File: src/rtl/core/rsmp_pkg.sv
// ----------------------------------------------------------------------------
// rsmp_pkg: shared types and constants of the stereo resampler
// Sample, phase and step formats, register map and the types carried between
// the front end, the frame queue and the interpolation back end.
// ----------------------------------------------------------------------------
package rsmp_pkg;

    // Q2.16 samples, limited to +-2.0
    localparam int SAMPLE_W = 19;
    // Q4.16 read phase, held to 20 bits
    localparam int PHASE_W = 20;
    localparam int STEP_W = 19;
    localparam int FRAC_W = 16;
    localparam int OUT_W = 16;

    localparam logic [PHASE_W-1:0] ONE_Q16 = PHASE_W'(65536);
    localparam logic [STEP_W-1:0] STEP_MIN = STEP_W'(4096);
    localparam logic [STEP_W-1:0] STEP_MAX = STEP_W'(262144);
    localparam logic [STEP_W-1:0] STEP_RESET = STEP_W'(65536);

    localparam int MAX_RESULTS = 16;
    localparam int COUNT_W = $clog2(MAX_RESULTS);

    localparam int QUEUE_DEPTH_DEF = 2;

    // APB register map
    localparam int ADDR_W = 4;
    localparam int DATA_W = 32;
    localparam logic [1:0] REG_SOURCE_IS_FLOAT = 2'd0;
    localparam logic [1:0] REG_SOURCE_IS_MONO = 2'd1;
    localparam logic [1:0] REG_STEP_RATIO = 2'd2;

    typedef struct packed {
        logic is_float;
        logic is_mono;
        logic [STEP_W-1:0] step;
    } cfg_t;

    typedef struct packed {
        logic signed [SAMPLE_W-1:0] left;
        logic signed [SAMPLE_W-1:0] right;
    } frame_t;

    typedef enum logic {
        BACK_IDLE,
        BACK_RUN
    } back_state_t;

endpackage

File: src/rtl/core/rsmp_front.sv
// ----------------------------------------------------------------------------
// rsmp_front: input beat acceptance and sample decoding
// Decodes float32 or signed 16-bit samples to Q2.16 and pushes the frame
// into the queue.
// ----------------------------------------------------------------------------
module rsmp_front
    import rsmp_pkg::*;
(
    input  logic        rst_n,
    input  cfg_t        cfg,
    input  logic        sample_valid,
    output logic        sample_ready,
    input  logic [31:0] left_sample,
    input  logic [31:0] right_sample,
    input  logic        queue_full,
    output logic        queue_push,
    output frame_t      queue_frame
);

    localparam logic [7:0] EXP_SPECIAL = 8'hFF;
    localparam logic [7:0] EXP_SAT = 8'd134;
    localparam logic [SAMPLE_W-2:0] SAMPLE_LIMIT = (SAMPLE_W-1)'(131072);

    function automatic logic signed [SAMPLE_W-1:0] decode_s16(input logic [31:0] v);
        return {{(SAMPLE_W-17){v[15]}}, v[15:0], 1'b0};
    endfunction

    function automatic logic signed [SAMPLE_W-1:0] decode_f32(input logic [31:0] bits);
        logic [7:0] expo;
        logic [23:0] mant;
        logic [7:0] rsh;
        logic [23:0] shifted;
        logic [SAMPLE_W-2:0] mag;
        logic signed [SAMPLE_W-1:0] smag;
        expo = bits[30:23];
        mant = 24'd0;
        rsh = 8'd0;
        shifted = 24'd0;
        if (expo == EXP_SPECIAL) begin
            // NaN decodes as zero, infinity saturates by sign
            mag = (bits[22:0] != 23'd0) ? '0 : SAMPLE_LIMIT;
        end
        else if (expo >= EXP_SAT) begin
            mag = SAMPLE_LIMIT;
        end
        else begin
            if (expo == 8'd0) begin
                mant = {1'b0, bits[22:0]};
                rsh = EXP_SAT - 8'd1;
            end
            else begin
                mant = {1'b1, bits[22:0]};
                rsh = EXP_SAT - expo;
            end
            shifted = mant >> rsh;
            mag = (shifted > 24'(SAMPLE_LIMIT)) ? SAMPLE_LIMIT : shifted[SAMPLE_W-2:0];
        end
        smag = signed'({1'b0, mag});
        return bits[31] ? -smag : smag;
    endfunction

    function automatic logic signed [SAMPLE_W-1:0] decode(input logic is_float,
                                                         input logic [31:0] v);
        return is_float ? decode_f32(v) : decode_s16(v);
    endfunction

    logic signed [SAMPLE_W-1:0] left_dec;
    logic signed [SAMPLE_W-1:0] right_dec;

    assign left_dec = decode(cfg.is_float, left_sample);
    assign right_dec = cfg.is_mono ? left_dec : decode(cfg.is_float, right_sample);

    assign sample_ready = ~queue_full & rst_n;
    assign queue_push = sample_valid & sample_ready;
    assign queue_frame = '{left: left_dec, right: right_dec};

endmodule

File: src/rtl/core/rsmp_queue.sv
// ----------------------------------------------------------------------------
// rsmp_queue: short frame queue between front and back end
// Register-based first-in first-out store of decoded frames.
// ----------------------------------------------------------------------------
module rsmp_queue
    import rsmp_pkg::*;
#(
    parameter int DEPTH = QUEUE_DEPTH_DEF
)
(
    input  logic   clk,
    input  logic   rst_n,
    input  logic   push,
    input  frame_t push_frame,
    output logic   full,
    input  logic   pop,
    output logic   head_valid,
    output frame_t head_frame
);

    localparam int PTR_W = (DEPTH > 1) ? $clog2(DEPTH) : 1;
    localparam int CNT_W = $clog2(DEPTH + 1);
    localparam logic [PTR_W-1:0] LAST_PTR = PTR_W'(DEPTH - 1);
    localparam logic [CNT_W-1:0] FULL_CNT = CNT_W'(DEPTH);

    frame_t store_reg [DEPTH];
    logic [PTR_W-1:0] wr_ptr_reg;
    logic [PTR_W-1:0] rd_ptr_reg;
    logic [CNT_W-1:0] count_reg;
    logic [PTR_W-1:0] wr_ptr_next;
    logic [PTR_W-1:0] rd_ptr_next;
    logic [CNT_W-1:0] count_next;

    assign full = (count_reg == FULL_CNT);
    assign head_valid = (count_reg != '0);
    assign head_frame = store_reg[rd_ptr_reg];

    always_comb
    begin
        wr_ptr_next = wr_ptr_reg;
        rd_ptr_next = rd_ptr_reg;
        count_next = count_reg;
        if (push)
            wr_ptr_next = (wr_ptr_reg == LAST_PTR) ? '0 : wr_ptr_reg + 1'b1;
        if (pop)
            rd_ptr_next = (rd_ptr_reg == LAST_PTR) ? '0 : rd_ptr_reg + 1'b1;
        if (push && !pop)
            count_next = count_reg + 1'b1;
        else if (pop && !push)
            count_next = count_reg - 1'b1;
    end

    always_ff @(posedge clk or negedge rst_n)
    begin
        if (!rst_n)
        begin
            wr_ptr_reg <= '0;
            rd_ptr_reg <= '0;
            count_reg <= '0;
        end
        else
        begin
            wr_ptr_reg <= wr_ptr_next;
            rd_ptr_reg <= rd_ptr_next;
            count_reg <= count_next;
        end
    end

    always_ff @(posedge clk)
    begin
        if (push)
            store_reg[wr_ptr_reg] <= push_frame;
    end

endmodule

File: src/rtl/core/rsmp_back.sv
// ----------------------------------------------------------------------------
// rsmp_back: phase sequencer and interpolation pipeline
// Walks the read phase across one frame interval, issuing one interpolated
// output frame per cycle unless held, via a multiply and an output stage.
// ----------------------------------------------------------------------------
module rsmp_back
    import rsmp_pkg::*;
(
    input  logic                    clk,
    input  logic                    rst_n,
    input  cfg_t                    cfg,
    input  logic                    head_valid,
    input  frame_t                  head_frame,
    output logic                    pop,
    output logic                    result_valid,
    input  logic                    result_ready,
    output logic signed [OUT_W-1:0] out_left,
    output logic signed [OUT_W-1:0] out_right,
    output logic                    last_of_run
);

    localparam int DIFF_W = SAMPLE_W + 1;
    localparam int PROD_W = DIFF_W + FRAC_W + 1;
    localparam int SCALED_W = PROD_W + 16;
    localparam logic [COUNT_W-1:0] LAST_COUNT = COUNT_W'(MAX_RESULTS - 1);
    localparam logic [20:0] POS_MAX = 21'd32767;
    localparam logic [20:0] NEG_MAX = 21'd32768;

    function automatic logic [PHASE_W-1:0] wrap_phase(input logic [PHASE_W-1:0] p);
        return (p >= ONE_Q16) ? p - ONE_Q16 : '0;
    endfunction

    // base*2^16 + product, times 32767, truncated toward zero, saturated
    function automatic logic signed [OUT_W-1:0] scale_out(
        input logic signed [SAMPLE_W-1:0] base,
        input logic signed [PROD_W-1:0] prod);
        logic signed [SCALED_W-1:0] acc;
        logic signed [SCALED_W-1:0] scaled;
        logic [SCALED_W-1:0] mag_full;
        logic [20:0] mag;
        logic signed [OUT_W-1:0] r;
        acc = {{(SCALED_W-SAMPLE_W-16){base[SAMPLE_W-1]}}, base, 16'd0}
            + {{(SCALED_W-PROD_W){prod[PROD_W-1]}}, prod};
        scaled = (acc <<< 15) - acc;
        mag_full = scaled[SCALED_W-1] ? -scaled : scaled;
        mag = mag_full[52:32];
        if (scaled[SCALED_W-1])
            r = (mag > NEG_MAX) ? -16'sd32768 : signed'(16'(-mag[15:0]));
        else
            r = (mag > POS_MAX) ? 16'sd32767 : signed'(mag[15:0]);
        return r;
    endfunction

    back_state_t state_reg, state_next;
    logic have_prev_reg, have_prev_next;
    logic signed [SAMPLE_W-1:0] prev_l_reg, prev_l_next;
    logic signed [SAMPLE_W-1:0] prev_r_reg, prev_r_next;
    logic signed [SAMPLE_W-1:0] cur_l_reg, cur_l_next;
    logic signed [SAMPLE_W-1:0] cur_r_reg, cur_r_next;
    logic [PHASE_W-1:0] phase_reg, phase_next;
    logic [COUNT_W-1:0] count_reg, count_next;

    logic m_valid_reg;
    logic m_last_reg;
    logic signed [PROD_W-1:0] m_prod_l_reg, m_prod_r_reg;
    logic signed [SAMPLE_W-1:0] m_base_l_reg, m_base_r_reg;

    logic o_valid_reg;
    logic o_last_reg;
    logic signed [OUT_W-1:0] o_left_reg, o_right_reg;

    logic advance;
    logic issue;
    logic issue_last;
    logic [STEP_W-1:0] step;
    logic [PHASE_W-1:0] phase_sum;
    logic signed [DIFF_W-1:0] diff_l, diff_r;
    logic signed [FRAC_W:0] frac;
    logic signed [PROD_W-1:0] prod_l, prod_r;

    // Advance the pipeline unless the output beat is held
    assign advance = ~o_valid_reg | result_ready;

    always_comb
    begin
        if (cfg.step < STEP_MIN)
            step = STEP_MIN;
        else if (cfg.step > STEP_MAX)
            step = STEP_MAX;
        else
            step = cfg.step;
    end

    assign phase_sum = phase_reg + PHASE_W'(step);
    assign issue_last = (phase_sum >= ONE_Q16) || (count_reg == LAST_COUNT);

    assign diff_l = DIFF_W'(cur_l_reg) - DIFF_W'(prev_l_reg);
    assign diff_r = DIFF_W'(cur_r_reg) - DIFF_W'(prev_r_reg);
    assign frac = signed'({1'b0, phase_reg[FRAC_W-1:0]});
    assign prod_l = diff_l * frac;
    assign prod_r = diff_r * frac;

    always_comb
    begin
        state_next = state_reg;
        have_prev_next = have_prev_reg;
        prev_l_next = prev_l_reg;
        prev_r_next = prev_r_reg;
        cur_l_next = cur_l_reg;
        cur_r_next = cur_r_reg;
        phase_next = phase_reg;
        count_next = count_reg;
        pop = 1'b0;
        issue = 1'b0;
        unique case (state_reg)
            BACK_IDLE:
            begin
                if (head_valid)
                begin
                    pop = 1'b1;
                    if (have_prev_reg)
                    begin
                        cur_l_next = head_frame.left;
                        cur_r_next = head_frame.right;
                        count_next = '0;
                        state_next = BACK_RUN;
                    end
                    else
                    begin
                        // First frame: store only, phase untouched
                        prev_l_next = head_frame.left;
                        prev_r_next = head_frame.right;
                        have_prev_next = 1'b1;
                    end
                end
            end
            BACK_RUN:
            begin
                if (phase_reg >= ONE_Q16)
                begin
                    // No output position in this interval
                    phase_next = wrap_phase(phase_reg);
                    prev_l_next = cur_l_reg;
                    prev_r_next = cur_r_reg;
                    state_next = BACK_IDLE;
                end
                else if (advance)
                begin
                    issue = 1'b1;
                    count_next = count_reg + 1'b1;
                    if (issue_last)
                    begin
                        phase_next = wrap_phase(phase_sum);
                        prev_l_next = cur_l_reg;
                        prev_r_next = cur_r_reg;
                        state_next = BACK_IDLE;
                    end
                    else
                    begin
                        phase_next = phase_sum;
                    end
                end
            end
            default:
            begin
                state_next = BACK_IDLE;
            end
        endcase
    end

    always_ff @(posedge clk or negedge rst_n)
    begin
        if (!rst_n)
        begin
            state_reg <= BACK_IDLE;
            have_prev_reg <= 1'b0;
            prev_l_reg <= '0;
            prev_r_reg <= '0;
            phase_reg <= '0;
            count_reg <= '0;
            m_valid_reg <= 1'b0;
            o_valid_reg <= 1'b0;
        end
        else
        begin
            state_reg <= state_next;
            have_prev_reg <= have_prev_next;
            prev_l_reg <= prev_l_next;
            prev_r_reg <= prev_r_next;
            phase_reg <= phase_next;
            count_reg <= count_next;
            if (advance)
            begin
                m_valid_reg <= issue;
                o_valid_reg <= m_valid_reg;
            end
        end
    end

    always_ff @(posedge clk)
    begin
        cur_l_reg <= cur_l_next;
        cur_r_reg <= cur_r_next;
        if (advance)
        begin
            m_prod_l_reg <= prod_l;
            m_prod_r_reg <= prod_r;
            m_base_l_reg <= prev_l_reg;
            m_base_r_reg <= prev_r_reg;
            m_last_reg <= issue_last;
            o_left_reg <= scale_out(m_base_l_reg, m_prod_l_reg);
            o_right_reg <= scale_out(m_base_r_reg, m_prod_r_reg);
            o_last_reg <= m_last_reg;
        end
    end

    assign result_valid = o_valid_reg;
    assign out_left = o_left_reg;
    assign out_right = o_right_reg;
    assign last_of_run = o_last_reg;

endmodule

File: src/rtl/core/linear_interp_stereo_resampler.sv
// ----------------------------------------------------------------------------
// linear_interp_stereo_resampler: linear interpolation resampler to 48 kHz
// APB configuration, input decoding, frame queue and interpolation back end.
// ----------------------------------------------------------------------------
// Each input beat carries one source frame (float32 bit patterns or signed
// 16-bit samples; in mono mode the left sample feeds both channels). The
// block decodes it to Q2.16, keeps the previous frame and a Q4.16 read
// phase, and emits one output beat for every 48 kHz position between the
// previous and the current frame, linearly interpolated per channel, scaled
// by 32767, truncated toward zero and saturated to signed 16 bits. The last
// output beat caused by an input frame has last_of_run set; a frame may cause
// none (the very first frame never does, and a step above 1.0 may skip one).
// Sequence: the back end loads a frame, then issues one output beat per cycle
// while the output beat is not held; a frame with no outputs takes a skip
// step instead, and the very first frame is only stored. Beats issued by the
// single interpolation lane pass its multiply and output registers. The
// front end keeps taking input beats into a short queue while the back end
// works or while an output beat waits, so up to QUEUE_DEPTH frames may be
// buffered.
// Registers (APB, byte address 4*i): 0 source_is_float, 1 source_is_mono,
// 2 step_ratio (source rate / 48000 in Q3.16, clamped to 1/16 .. 4).
// Write configuration only while the block is idle.
// ----------------------------------------------------------------------------
module linear_interp_stereo_resampler
    import rsmp_pkg::*;
#(
    parameter int QUEUE_DEPTH = QUEUE_DEPTH_DEF
)
(
    input  logic                    clk,
    input  logic                    rst_n,
    // configuration port
    input  logic                    psel,
    input  logic                    penable,
    input  logic                    pwrite,
    input  logic [ADDR_W-1:0]       paddr,
    input  logic [DATA_W-1:0]       pwdata,
    output logic [DATA_W-1:0]       prdata,
    output logic                    pready,
    // input frames
    input  logic                    sample_valid,
    output logic                    sample_ready,
    input  logic [31:0]             left_sample,
    input  logic [31:0]             right_sample,
    // output frames
    output logic                    result_valid,
    input  logic                    result_ready,
    output logic signed [OUT_W-1:0] out_left,
    output logic signed [OUT_W-1:0] out_right,
    output logic                    last_of_run
);

    cfg_t cfg_reg;
    cfg_t cfg_next;
    logic cfg_write;
    logic [1:0] reg_index;

    logic queue_full;
    logic queue_push;
    frame_t queue_frame;
    logic queue_pop;
    logic head_valid;
    frame_t head_frame;

    // Register writes land on the access phase of the APB transfer
    assign pready = 1'b1;
    assign reg_index = paddr[3:2];
    assign cfg_write = psel & penable & pwrite & pready;

    always_comb
    begin
        cfg_next = cfg_reg;
        if (cfg_write)
        begin
            unique case (reg_index)
                REG_SOURCE_IS_FLOAT: cfg_next.is_float = pwdata[0];
                REG_SOURCE_IS_MONO:  cfg_next.is_mono = pwdata[0];
                REG_STEP_RATIO:      cfg_next.step = pwdata[STEP_W-1:0];
                default:             cfg_next = cfg_reg;
            endcase
        end
    end

    always_ff @(posedge clk or negedge rst_n)
    begin
        if (!rst_n)
            cfg_reg <= '{is_float: 1'b0, is_mono: 1'b0, step: STEP_RESET};
        else
            cfg_reg <= cfg_next;
    end

    // Read back: unused addresses return zero
    always_comb
    begin
        unique case (reg_index)
            REG_SOURCE_IS_FLOAT: prdata = DATA_W'(cfg_reg.is_float);
            REG_SOURCE_IS_MONO:  prdata = DATA_W'(cfg_reg.is_mono);
            REG_STEP_RATIO:      prdata = DATA_W'(cfg_reg.step);
            default:             prdata = '0;
        endcase
    end

    // Decode and push each accepted frame
    rsmp_front u_front (
        .rst_n        (rst_n),
        .cfg          (cfg_reg),
        .sample_valid (sample_valid),
        .sample_ready (sample_ready),
        .left_sample  (left_sample),
        .right_sample (right_sample),
        .queue_full   (queue_full),
        .queue_push   (queue_push),
        .queue_frame  (queue_frame)
    );

    // Decouple intake from interpolation
    rsmp_queue #(
        .DEPTH (QUEUE_DEPTH)
    ) u_queue (
        .clk        (clk),
        .rst_n      (rst_n),
        .push       (queue_push),
        .push_frame (queue_frame),
        .full       (queue_full),
        .pop        (queue_pop),
        .head_valid (head_valid),
        .head_frame (head_frame)
    );

    // Walk the phase and emit interpolated frames
    rsmp_back u_back (
        .clk          (clk),
        .rst_n        (rst_n),
        .cfg          (cfg_reg),
        .head_valid   (head_valid),
        .head_frame   (head_frame),
        .pop          (queue_pop),
        .result_valid (result_valid),
        .result_ready (result_ready),
        .out_left     (out_left),
        .out_right    (out_right),
        .last_of_run  (last_of_run)
    );

endmodule
File: config.mk
export PLATFORM = sky130hd
export DESIGN_NAME = linear_interp_stereo_resampler
export DESIGN_NICKNAME = d
export VERILOG_FILES = /design/src/rtl/core/rsmp_pkg.sv /design/src/rtl/core/rsmp_front.sv /design/src/rtl/core/rsmp_queue.sv /design/src/rtl/core/rsmp_back.sv /design/src/rtl/core/linear_interp_stereo_resampler.sv
export SDC_FILE = /design/constraint.sdc
export NUM_CORES = 2
export LEC_CHECK = 0
export BUFFER_PORTS_ARGS = -buffer_cell sky130_fd_sc_hd__buf_4
export CORE_MARGIN = 4
export CORE_UTILIZATION = 64
export CTS_CLUSTER_DIAMETER = 120
export DETAILED_ROUTE_END_ITERATION = 10
export PLACE_DENSITY_LB_ADDON = 0.12
export SLEW_MARGIN = 20
export SYNTH_ARGS = -nofsm -noshare
export SYNTH_HDL_FRONTEND = slang
export SYNTH_SLANG_ARGS = --single-unit
File: constraint.sdc
create_clock -name clk -period 12.2 [get_ports clk]
set_clock_uncertainty 0.05 [all_clocks]
set_input_delay 1.22 -clock clk [delete_from_list [all_inputs] [get_ports clk]]
set_output_delay 1.22 -clock clk [all_outputs]
set_load 0.005 [all_outputs]
==> impl_metrics.toml <==
[power]
pwr-share-comb_pct = 79.4
p_clk_share_pct = 8.2
p_sw_uw = 9790
power.share.switching_pct = 57.4
internal-power_uw = 7260
p_seq_share_pct = 12.3
ir_worst_vdd_mv = 0.272
power.leakage_uw = 0.0277
power_density_nw_per_um2 = 280

[yosys]
syn_avg_cell_area_um2 = 8.77
syn_inst = 6515
synth_warnings = 0
ys_async_sr_fraction_pct = 25.9
synth-main-ff-cell = "edfxtp_1"
yosysSeqAreaShare_pct = 17.6
synth.distinct_cells = 122
synth-edff-count = 260
synth-seq-cells = 351
netlist_area_um2 = 57100

[route]
vias = 48400
drc = 0
drt-pass1-iter-count = 6
drt_first_iter_violations = 4131
wl_per_cell_um = 20.4
ant_nets = 0
drt-total-wl_um = 157000
via_per_inst = 6.27

[sta]
rsz0062_at_grt = "false"
setup_violations = 0
timing.setup.tns_ns = 0
slew_viol_final = 0
finalHoldViolations = 0
worst_pin_slew_ns = 1.08
max_freq_mhz = 91.5
fin_crit_sh_pct = 89.6
fin_crit_ns = 10.93
maxSlewHeadroom_pct = 27.5

[clocking]
cts_setup_buffers = 0
cts.clk_slew.worst_paths_ns = 0.06
cts_hold_buf = 0
cts_max_level = 2
clk_path_buf_depth = 3
root_buffer = "clkbuf_16"
clock-sinks = 351
clk_latency_ns = 0.65
cts_tree = "yes"
cts_buffers = 45
cts.repair.resized = 0

[run]
cap_violations = 0

[global_route]
overflow = 0
gr-usage-all-layers_pct = 33.5
antenna_found_initial = 4
grt_pass1_wl_um = 255000
grt_max_degree = 80
grt_pass1_vias = 47900

[critical_path]
critPathLaunch = "u_back.cur_l_reg[1]$_DFFE_PP_"
required_ns = 12.55
cp_max_fo = 29
crit-reg2reg-launch = "u_back.cur_l_reg[1]$_DFFE_PP_"
crit_slowest_cell = "a2111oi_0"
startpoint_type = "flop"
max_stage_delay_ns = 0.70
arrival_ns = 11.28
worstSetupEndpointType = "flop"
path_class = "reg -> reg"
worst_path_most_repeated_cell = "o21ai_0"

[run_status]
status = "complete, no violations"

[placement]
gp_congestion = 0.978
dpl.cell_count = 7626
port_buffers = 145
dp_hpwl_um = 123000

[hold_path]
hp-class = "reg -> reg"
min-delay-start = "u_back.m_last_reg$_DFFE_PN_"

[finish]
largest_register_ffs = 76
utilization_pct = 68.9
fin_cells = 7717
area_delta_synth_final_pct = 6.66
fin_nets = 7627
drive_above_1_share_pct = 8.32

[floorplanning]
dieWidth_um = 307
rows = 109
floorplan.die_area_um2 = 94100
die_h_um = 307
ioPinCount = 175
core_um2 = 88500
start_util_pct = 64.6
-- worst max-delay path: cells and delay by family, from the launching register on --
kind / cells / cell delay [ns]
AO/OA/AOI/OAI: 21 / 5.01
adder cells (fa/ha/maj): 8 / 3.72
buffers and inverters: 4 / 0.50
AND/OR/NAND/NOR: 3 / 0.45
multiplexers: 1 / 0.40
flip-flops: 1 / 0.45
XOR/XNOR: 1 / 0.12
-- layout make-up --
class | count | area, um^2
Timing Repair Buffer | 248 | 1870
Multi-Input combinational cell | 4894 | 42300
Fill cell | 7124 | 27600
Sequential cell | 351 | 10100
Antenna cell | 5 | 12.5
Inverter | 970 | 3650
Clock buffer | 52 | 1160
Clock inverter | 32 | 383
Tap cell | 1165 | 1460
-- layout by cell type, fill, tap and decap left out, types with 43 or more instances in the layout --
master	instances
nand4_1	59
and2_1	246
a211oi_1	78
a31oi_1	91
a21o_1	78
mux2_2	91
mux2i_1	151
dfrtp_1	90
nor3_1	122
nor4_1	57
a21oi_1	256
or3_1	50
xnor2_1	197
o21a_1	43
edfxtp_1	260
o31ai_1	46
nand2b_1	83
o211ai_1	71
o21ai_0	247
nor2_1	272
inv_1	959
nand2_1	682
fa_1	647
and3_1	63
ha_1	363
clkbuf_16	45
nand3_1	177
xor2_1	73
nor2b_1	77
buf_4	247
-- metal layers --
metal	global-route usage [%]	part of all wire [%]
met5	0	0
met3	4.17	7.3
met2	55.3	47
met4	11.3	3.5
met1	46.5	43
-- power by group through the flow --
stage / logic [uW] / clock network (uW) / registers [uW]
CTS: 13200 / 1430 / 2100
detailed placement: 13200 / 0 / 2120
finish: 13500 / 1400 / 2100
global route: 14800 / 1470 / 2140
floorplan: 9660 / 0 / 2000
global placement: 12900 / 0 / 2100
-- worst paths after layout --
kind | endpoint | slack (ns) | depth (start not counted)
worst max-delay path | u_back.m_prod_l_reg[35]$_DFFE_PN_ | 1.27 | 38
worst min-delay path | u_back.last_of_run$_DFFE_PN_ | 0.39 | 0
worst max register to register | u_back.m_prod_l_reg[35]$_DFFE_PN_ | 1.27 | 38
worst min register to register | u_back.last_of_run$_DFFE_PN_ | 0.39 | 0
max in group asynchronous | u_back.prev_r_reg[15]$_DFFE_PN0P_ | 10.32 | 2
min in group asynchronous | cfg_reg[7]$_DFFE_PN0P_ | 0.50 | 1
-- per-stage QoR --
step | worst slack [ns] | hold slack, ns | power [uW] | instance area (um^2)
3_5_place_dp | 1.44 | 0.383 | 15300 | 59400
5_1_grt | 0.420 | 0.401 | 18400 | 61000
6_report | 1.27 | 0.393 | 17000 | 61000
3_3_place_gp | 1.67 | 0.366 | 15000 | 59400
4_1_cts | 1.40 | 0.398 | 16800 | 60900
2_1_floorplan | 2.54 | 0.350 | 11700 | 57200
-- synth_stat cells (59+ instances only) --
library cell    n  area share, %
nand3_1       177            1.6
xnor2_1       199            3.0
a31oi_1        93            1.0
and3_1         63           0.69
o211ai_1       71           0.93
fa_1          647             23
mux2i_1       151            2.6
nand2_1       682            4.5
nand2b_1       83           0.91
clkbuf_1      270            1.8
a211oi_1       78            1.0
nand4_1        59           0.65
o21ai_0       247            2.2
nor2_1        274            1.8
edfxtp_1      260             14
nor2b_1        77           0.84
a21oi_1       261            2.3
nor3_1        124            1.1
a21o_1         78            1.0
mux2_2         91            1.8
inv_1         961            6.3
dfrtp_1        90            3.9
and2_1        247            2.7
xor2_1         74            1.1
ha_1          363            7.9
-- cell families after synthesis --
logic type | synth area share (%)
and+or+nand+nor | 17.8
AOI/OAI and AO/OA | 15.6
buffers and inverters | 8.57
adders and majority gates | 30.7
DFF | 17.6
xor gates and xnor gates | 4.27
muxes | 5.42
other | 0.0131
Note: power is estimated with default switching activity, not from simulation.
